### src/rtl/tddq_pkg.sv
// tddq_pkg: shared constants, codes and types of the trace driven delay queue
// used by the controller, the datapath and the top level
`default_nettype none

package tddq_pkg;

   // storage sizes
   localparam int TABLE_DEPTH = 1024;
   localparam int QUEUE_DEPTH = 32;
   localparam int TIDX_W      = $clog2(TABLE_DEPTH);
   localparam int CNT_W       = $clog2(TABLE_DEPTH + 1);
   localparam int QIDX_W      = $clog2(QUEUE_DEPTH);
   localparam int OCC_W       = $clog2(QUEUE_DEPTH + 1);

   // field widths
   localparam int TIME_W  = 48;
   localparam int ID_W    = 16;
   localparam int DLY_W   = 16;
   localparam int EIDX_W  = 10;
   localparam int IV_W    = 16;
   localparam int ENT_W   = 11;
   localparam int ORD_W   = 32;
   localparam int WAIT_W  = 16;
   localparam int KIND_W  = 3;
   localparam int RTYPE_W = 2;
   localparam int CSR_A_W = 2;
   localparam int CSR_D_W = 48;
   localparam int REQ_D_W = 96;
   localparam int RSP_D_W = 32;

   // divider sequence length and controller counter width
   localparam int DIV_STEPS = TIME_W;
   localparam int CTR_W     = 6;

   localparam logic [WAIT_W-1:0] WAIT_EMPTY = '1;

   // request kinds
   localparam logic [RTYPE_W-1:0] REQ_LOAD    = 2'd0;
   localparam logic [RTYPE_W-1:0] REQ_ARRIVAL = 2'd1;
   localparam logic [RTYPE_W-1:0] REQ_POLL    = 2'd2;

   // result kinds
   localparam logic [KIND_W-1:0] KIND_LOADED   = 3'd0;
   localparam logic [KIND_W-1:0] KIND_ACCEPTED = 3'd1;
   localparam logic [KIND_W-1:0] KIND_DROPPED  = 3'd2;
   localparam logic [KIND_W-1:0] KIND_RELEASED = 3'd3;
   localparam logic [KIND_W-1:0] KIND_WAIT     = 3'd4;

   // register indexes
   localparam logic [CSR_A_W-1:0] CSR_INTERVAL = 2'd0;
   localparam logic [CSR_A_W-1:0] CSR_BASE     = 2'd1;
   localparam logic [CSR_A_W-1:0] CSR_ENTRIES  = 2'd2;

   // one queued packet
   typedef struct packed {
      logic [TIME_W-1:0] rel;
      logic [ID_W-1:0]   id;
      logic [ORD_W-1:0]  order;
   } q_entry_type;

   // controller to datapath
   typedef struct packed {
      logic              latch;
      logic              tbl_wr;
      logic              div_init;
      logic              div_step;
      logic              tbl_rd;
      logic              q_push;
      logic              q_rd;
      logic              scan_cmp;
      logic [QIDX_W-1:0] q_addr;
      logic              q_move;
      logic              emit;
      logic [KIND_W-1:0] emit_kind;
      logic              emit_last;
   } cmd_type;

   // datapath to controller
   typedef struct packed {
      logic [OCC_W-1:0] occ;
      logic             full;
      logic             due;
      logic             out_free;
   } status_type;

endpackage

`default_nettype wire

### src/rtl/tddq_ctrl.sv
// tddq_ctrl: state machine sequencing loads, arrivals and polls
// drives the datapath by command struct; depends on tddq_pkg
`default_nettype none

module tddq_ctrl (
   input  wire logic                          clock,
   input  wire logic                          reset,
   input  wire logic                          req_tvalid,
   output logic                               req_tready,
   input  wire logic [tddq_pkg::RTYPE_W-1:0]  req_type,
   input  wire tddq_pkg::status_type          status,
   output tddq_pkg::cmd_type                  cmd
);
   import tddq_pkg::*;

   localparam logic [3:0] S_IDLE     = 4'd0;
   localparam logic [3:0] S_LOAD     = 4'd1;
   localparam logic [3:0] S_ARR      = 4'd2;
   localparam logic [3:0] S_DIV      = 4'd3;
   localparam logic [3:0] S_TRD      = 4'd4;
   localparam logic [3:0] S_QWR      = 4'd5;
   localparam logic [3:0] S_SCAN     = 4'd6;
   localparam logic [3:0] S_SCAN_END = 4'd7;
   localparam logic [3:0] S_DECIDE   = 4'd8;
   localparam logic [3:0] S_MOVE     = 4'd9;

   logic [3:0]       state_ff, state_in;
   logic [CTR_W-1:0] ctr_ff, ctr_in;
   logic [OCC_W-1:0] tail;
   logic             scan_last;

   always_comb begin
      tail      = status.occ - OCC_W'(1);
      scan_last = (OCC_W'(ctr_ff[QIDX_W-1:0]) == tail);
   end

   // next state and commands
   always_comb begin
      state_in   = state_ff;
      ctr_in     = ctr_ff;
      cmd        = '0;
      req_tready = 1'b0;
      case (state_ff)
         S_IDLE: begin
            req_tready = 1'b1;
            ctr_in     = '0;
            if (req_tvalid) begin
               cmd.latch = 1'b1;
               case (req_type)
                  REQ_LOAD:    state_in = S_LOAD;
                  REQ_ARRIVAL: state_in = S_ARR;
                  REQ_POLL:    state_in = (status.occ == '0) ? S_DECIDE : S_SCAN;
                  default:     state_in = S_IDLE;
               endcase
            end
         end
         S_LOAD: begin
            if (status.out_free) begin
               cmd.tbl_wr    = 1'b1;
               cmd.emit      = 1'b1;
               cmd.emit_kind = KIND_LOADED;
               cmd.emit_last = 1'b1;
               state_in      = S_IDLE;
            end
         end
         S_ARR: begin
            if (status.full) begin
               if (status.out_free) begin
                  cmd.emit      = 1'b1;
                  cmd.emit_kind = KIND_DROPPED;
                  cmd.emit_last = 1'b1;
                  state_in      = S_IDLE;
               end
            end else begin
               cmd.div_init = 1'b1;
               state_in     = S_DIV;
            end
         end
         // one quotient bit a cycle
         S_DIV: begin
            cmd.div_step = 1'b1;
            ctr_in       = ctr_ff + CTR_W'(1);
            if (ctr_ff == CTR_W'(DIV_STEPS - 1))
               state_in = S_TRD;
         end
         S_TRD: begin
            cmd.tbl_rd = 1'b1;
            state_in   = S_QWR;
         end
         S_QWR: begin
            if (status.out_free) begin
               cmd.q_push    = 1'b1;
               cmd.emit      = 1'b1;
               cmd.emit_kind = KIND_ACCEPTED;
               cmd.emit_last = 1'b1;
               state_in      = S_IDLE;
            end
         end
         // read one slot a cycle, compared in the cycle after
         S_SCAN: begin
            cmd.q_rd     = 1'b1;
            cmd.scan_cmp = 1'b1;
            cmd.q_addr   = ctr_ff[QIDX_W-1:0];
            ctr_in       = ctr_ff + CTR_W'(1);
            if (scan_last)
               state_in = S_SCAN_END;
         end
         S_SCAN_END: begin
            state_in = S_DECIDE;
         end
         S_DECIDE: begin
            ctr_in = '0;
            if (status.out_free) begin
               cmd.emit = 1'b1;
               if ((status.occ != '0) && status.due) begin
                  cmd.emit_kind = KIND_RELEASED;
                  cmd.q_rd      = 1'b1;
                  cmd.q_addr    = tail[QIDX_W-1:0];
                  state_in      = S_MOVE;
               end else begin
                  cmd.emit_kind = KIND_WAIT;
                  cmd.emit_last = 1'b1;
                  state_in      = S_IDLE;
               end
            end
         end
         // tail entry fills the released slot
         S_MOVE: begin
            cmd.q_move = 1'b1;
            ctr_in     = '0;
            state_in   = (status.occ == OCC_W'(1)) ? S_DECIDE : S_SCAN;
         end
         default: begin
            state_in = S_IDLE;
         end
      endcase
   end

   always_ff @(posedge clock) begin
      if (reset) begin
         state_ff <= S_IDLE;
         ctr_ff   <= '0;
      end else begin
         state_ff <= state_in;
         ctr_ff   <= ctr_in;
      end
   end

endmodule

`default_nettype wire

### config.mk
export PLATFORM = sky130hd
export DESIGN_NAME = tddq_ctrl
export DESIGN_NICKNAME = d
export VERILOG_FILES = /design/src/rtl/tddq_pkg.sv /design/src/rtl/tddq_ctrl.sv
export SDC_FILE = /design/constraint.sdc
export NUM_CORES = 1
export LEC_CHECK = 0
export BUFFER_PORTS_ARGS = -buffer_cell sky130_fd_sc_hd__buf_2
export CAP_MARGIN = 5
export CELL_PAD_IN_SITES_DETAIL_PLACEMENT = 0
export CELL_PAD_IN_SITES_GLOBAL_PLACEMENT = 2
export CORE_UTILIZATION = 30
export CTS_BUF_LIST = sky130_fd_sc_hd__clkbuf_8
export DETAILED_ROUTE_END_ITERATION = 10
export PLACE_DENSITY_LB_ADDON = 0.1
export SKIP_LAST_GASP = 1
export SLEW_MARGIN = 15
export SYNTH_ARGS = -nofsm -noshare
export SYNTH_HDL_FRONTEND = slang
export SYNTH_SLANG_ARGS = --single-unit
export TNS_END_PERCENT = 1
### constraint.sdc
create_clock -name clock -period 4.72 [get_ports clock]
set_input_delay 0.708 -clock clock [delete_from_list [all_inputs] [get_ports clock]]
set_output_delay 0.708 -clock clock [all_outputs]
set_load 0.005 [all_outputs]
==> results of run 1 <==
-- area by class of cell --
cell class,count,area share
sequential,10,0.156
multi-input combinational,118,0.601
timing repair buffer,33,0.129
clock buffer,4,0.0429
inverter,9,0.0263
tap,46,0.0448
-- kinds of logic (layout without fill, tap and decap cells) --
family | Yosys count | count (layout) | synth area share
muxes | 2 | 2 | 0.0191
and+or+nand+nor | 61 | 61 | 0.309
adders and majority gates | 3 | 3 | 0.0359
AOI/OAI and AO/OA | 36 | 36 | 0.226
DFF | 10 | 10 | 0.191
buffers and inverters | 17 | 46 | 0.0706
xor gates and xnor gates | 16 | 16 | 0.148
-- report_power, final --
group          leakage (nW)  switching (W)  internal, W
registers            0.0813      0.0000335    0.0000973
logic                 0.486       0.000136    0.0000960
clock network        0.0288      0.0000350    0.0000734
total                 0.596       0.000205     0.000267
-- placed cells by master, fill, tap and decap left out, types with 3 or more instances in the layout --
master	n
buf_2	33
nor2_1	17
nand2_1	14
a21oi_1	10
xnor2_1	10
dfxtp_1	10
inv_1	9
o21ai_0	9
nor3_1	6
xor2_1	5
and3_1	4
nand3_1	4
clkbuf_8	4
nor2b_1	3
a21o_1	3
nor4_1	3
ha_1	3
-- stage by stage --
step	instances	cell area, um2
2_1_floorplan	145	1050
3_3_place_gp	216	1230
3_5_place_dp	216	1230
4_1_cts	220	1280
5_1_grt	220	1280
6_report	220	1280
-- metal layers --
| layer | vias to the layer above | track usage |
|---|---|---|
| met5 | - | 0 |
| met4 | 0 | 0.0552 |
| met3 | 6 | 0.0378 |
| met2 | 27 | 0.307 |
| met1 | 510 | 0.201 |
| li1 | 574 | - |
-- worst reg2reg max path: cells and delay by family (launching register included) --
kind / cells / cell delay (ns)
compound gates: 1 / 0.29
xor+xnor: 1 / 0.15
simple gates: 3 / 0.68
flops: 1 / 0.57
-- registers in the layout, indices dropped and copies added (netlist names) --
name	cells
ctr_ff	6
state_ff	4
-- final timing paths --
| path | slack (ns) | start | endpoint |
|---|---|---|---|
| setup reg to reg | 2.91 | state_ff[2] | ctr_ff[5] |
| hold reg to reg | 0.55 | ctr_ff[5] | ctr_ff[5] |
| setup / recovery | 1.49 | status[3] | cmd[9] |
| hold / removal | 0.55 | ctr_ff[5] | ctr_ff[5] |
==> flow_summary.toml, run 1 <==
[yosys]
dominantRegCellSynth = "dfxtp_1"
synth_area_leaders = "dfxtp_1 19%, xnor2_1 8.4%, nor2_1 6.1%, nand2_1 5.0%, a21oi_1 4.8%"
yosysTopAreaCell = "dfxtp_1"
yosysUniqueCellTypes = 39
synth_area_mm2 = 0.00105
synth-seq-cells = 10
synthTopCellsByCount = "17 x nor2_1, 14 x nand2_1, 10 x a21oi_1, 10 x dfxtp_1, 10 x xnor2_1"
yosys_warnings = 0
syn_avg_cell_area_um2 = 7.21
yosysSeqAreaShare = 0.191
synth_most_common_cell = "nor2_1"
async_flop_share = 0
synth_top_area_share = 0.191
syn_inst = 145
syn_nets = 162
synth_edf_count = 0

[setup_path]
worstSetupPathDepth = 9
critPathSlowestCell = "or3b_4"
cp-start-kind = "input port"
cpLargestDelayFamily = "simple AND/OR/NAND/NOR gates"
worst_ep_required_time_ns = 4.01
crit_arrival_ns = 2.52
reg2regPathDepth = 5
crit_top_cell = "buf_2"
path_buf_inv = 3
setup.worst_path.class = "in2out"
crit_chain = "buf_2 -> inv_1 -> ha_1 -> or3b_4 -> or3_4 -> and3_4 -> nand2_1 -> o21ai_0 -> buf_2"
critPathMaxStageDelay_ns = 0.42
path_max_fanout = 6
end_kind = "primary output"

[finish]
antennaDiodeCount = 0
fin_nets = 192
final_util = 0.385
syn2layout_area_growth_pct = 22.7
multi_input_area_um2 = 772
fillers = 379
regArea_um2 = 200
drive_gt1_frac = 0.247

[pwr]
ir_drop_v = 0.000127
power.leakage_nw = 0.596
power.density_mw_per_mm2 = 367
power.total_w = 0.000472

[floorplanning]
initial_core_util = 0.313
num_io_pins = 34
placementRows = 21
die_h_um = 61.1
coreArea_mm2 = 0.00334
dieArea_mm2 = 0.00373
fp.dieW_um = 61.1

[timing]
hold_violations = 0
timing.hold.ws_ns = 0.548
fin_crit_sh = 0.684
drv_slew = 0
maxSlewHeadroom = 0.688
period_minus_slack_ns = 3.23
fin_ws_ns = 1.49
fmax_mhz = 310
finalClockSkew_ns = 0.00311
worst_slew_pin_slew_ns = 0.467
setup-violations-final = 0
setup-tns-final_ns = 0
rsz0062_at_grt = "no"

[flow_run]
drv_cap = 0

[routing]
dr.pass1.iters = 3
num_vias = 1117
vias_per_cell = 5.08
wl_per_cell_um = 13.2
drc = 0
met2WireLength_mm = 1.42
topRoutingLayerUsed = "met4"
drt_iter0_markers = 43
wl_met3_um = 98
drtAntennaViolNets = 0
met1_length_mm = 1.32
routed_wirelength_mm = 2.91

[clocking]
htreeDepth = 1
clockRootBuffer = "clkbuf_8"
cts_hold_buf = 0
cts_buffer_depth = 2
clock_latency_ns = 0.24
clkSinkCount = 10
clkSlewWorstSetupHoldPaths_ns = 0.05
cts_tree = "yes"
post_cts_buffers = 0
cts_buffers = 3
cts_resized = 0

[place]
io_buffers = 33
place_ws_ns = 1.47
gp_congestion = 0.799
hpwl_mm = 2.31

[global_routing]
grt_pass1_vias = 1037
grt_max_degree = 14
antenna_found_initial = 0
overflow = 0
grt_use_total = 0.171
grt_pass1_wl_mm = 4.69

[worst_hold_path]
min_path_type = "reg2reg"
holdPathStages = 2

[status]
status = "complete, no violations"
(Power assumes the default switching activity.)
==> run 2: changes to the inputs <==
--- a/config.mk
+++ b/config.mk
@@ -9,7 +9,7 @@
 export CAP_MARGIN = 5
 export CELL_PAD_IN_SITES_DETAIL_PLACEMENT = 0
 export CELL_PAD_IN_SITES_GLOBAL_PLACEMENT = 2
-export CORE_UTILIZATION = 30
+export CORE_UTILIZATION = 25
 export CTS_BUF_LIST = sky130_fd_sc_hd__clkbuf_8
 export DETAILED_ROUTE_END_ITERATION = 10
 export PLACE_DENSITY_LB_ADDON = 0.1
==> constraint.sdc (replaced) <==
create_clock -name clock -period 2.9 [get_ports clock]
set_input_delay 0.435 -clock clock [delete_from_list [all_inputs] [get_ports clock]]
set_output_delay 0.435 -clock clock [all_outputs]
set_load 0.005 [all_outputs]
==> flow_summary.toml, run 2 (synthesized netlist as in run 1, its figures left out) <==
[status]
status = "complete, no violations"

[routing]
routed_wirelength_mm = 3.11
vias_per_cell = 5.08
dr.pass1.iters = 4
drc = 0
drtAntennaViolNets = 0
wl_per_cell_um = 13.9
drt_iter0_markers = 92
num_vias = 1137

[global_routing]
grt_max_degree = 14
grt_use_total = 0.147
antenna_found_initial = 0
overflow = 0
grt_pass1_vias = 1063
grt_pass1_wl_mm = 5.01

[place]
gp_congestion = 0.787
io_buffers = 33
placed_cell_area_mm2 = 0.00123
hpwl_mm = 2.41

[setup_path]
end_kind = "primary output"
worst_ep_required_time_ns = 2.47
cp-start-kind = "input port"
crit_arrival_ns = 2.29
path_max_fanout = 6
setup.worst_path.class = "in2out"

[timing]
setup-tns-final_ns = 0
maxSlewHeadroom = 0.678
fmax_mhz = 367
period_minus_slack_ns = 2.72
hold_violations = 0
setup-violations-final = 0
timing.hold.ws_ns = 0.393
worst_slew_pin_slew_ns = 0.482
fin_crit_sh = 0.939
drv_slew = 0
rsz0062_at_grt = "no"
finalClockSkew_ns = 0.000470

[floorplanning]
die_h_um = 66.7
fp.dieW_um = 66.7
dieArea_mm2 = 0.00445
num_io_pins = 34
initial_core_util = 0.261
placementRows = 23
coreArea_mm2 = 0.00400

[clocking]
cts_tree = "yes"
clockRootBuffer = "clkbuf_8"
cts_hold_buf = 0
cts_buffer_depth = 2
cts_buffers = 3
htreeDepth = 1
cts_resized = 0
clkSinkCount = 10
post_cts_buffers = 0
clock_latency_ns = 0.24
clkSlewWorstSetupHoldPaths_ns = 0.05

[pwr]
power.density_mw_per_mm2 = 599
power.total_w = 0.000772
power.leakage_nw = 0.596
ir_drop_v = 0.000224

[finish]
fin_nets = 192
syn2layout_area_growth_pct = 23.2
drive_gt1_frac = 0.247
antennaDiodeCount = 0
fillers = 463
top_register = "ctr_ff"
largest_reg_flops = 6
final_cell_mix = "33 x buf_2, 17 x nor2_1, 14 x nand2_1"
final_common_cell = "buf_2"
fin_area_mm2 = 0.00129
reg.largest.list = "ctr_ff x6, state_ff x4"
final_util = 0.322

[worst_hold_path]
min_path_type = "in2reg"

[flow_run]
drv_cap = 0
==> run 2: cell counts in the layout (fill, tap and decap cells not counted) <==
No cell type changed its count.
==> run 2: per-layer routing <==
| metal | wire [um] | GRT usage | up-vias |
|---|---|---|---|
| met2 | 1310 | 0.221 | 32 |
| met5 | 0 | 0 | - |
| met1 | 1590 | 0.214 | 526 |
| li1 | - | - | 574 |
| met4 | 26 | 0.0399 | 0 |
| met3 | 183 | 0.0188 | 5 |
==> run 2: metrics by stage <==
stage | setup WS, ns | cells
2_1_floorplan | 0.625 | 145
3_3_place_gp | 0.156 | 220
6_report | 0.177 | 224
5_1_grt | 0.00881 | 224
3_5_place_dp | 0.152 | 220
4_1_cts | 0.151 | 224
==> run 2: worst paths after layout <==
path	start	slack, ns	cells past startpoint	to
min	reset	0.39	2	state_ff[1]
max reg2reg	state_ff[2]	1.05	5	ctr_ff[5]
min reg2reg	ctr_ff[5]	0.55	2	ctr_ff[5]
max	status[3]	0.18	9	cmd[9]
==> run 2: final cells by class <==
type | count | area, um2 | area share
Multi-Input combinational cell | 118 | 772 | 0.599
Sequential cell | 10 | 200 | 0.155
Timing Repair Buffer | 33 | 165 | 0.128
Tap cell | 50 | 62.6 | 0.0485
Clock buffer | 4 | 55.1 | 0.0427
Inverter | 9 | 33.8 | 0.0262
==> run 2: power by group <==
group / internal (W) / leakage (nW) / total [W] / switching (W)
registers: 0.000158 / 0.0813 / 0.000211 / 0.0000529
logic: 0.000156 / 0.486 / 0.000382 / 0.000226
clock network: 0.000120 / 0.0288 / 0.000178 / 0.0000587
==> run 2: worst max-delay path: stages <==
cell	delay [ns]
buf_2	0.13
inv_1	0.06
ha_1	0.19
or3b_4	0.41
or3_4	0.36
and3_4	0.21
nand2_1	0.22
o21ai_0	0.13
buf_2	0.14
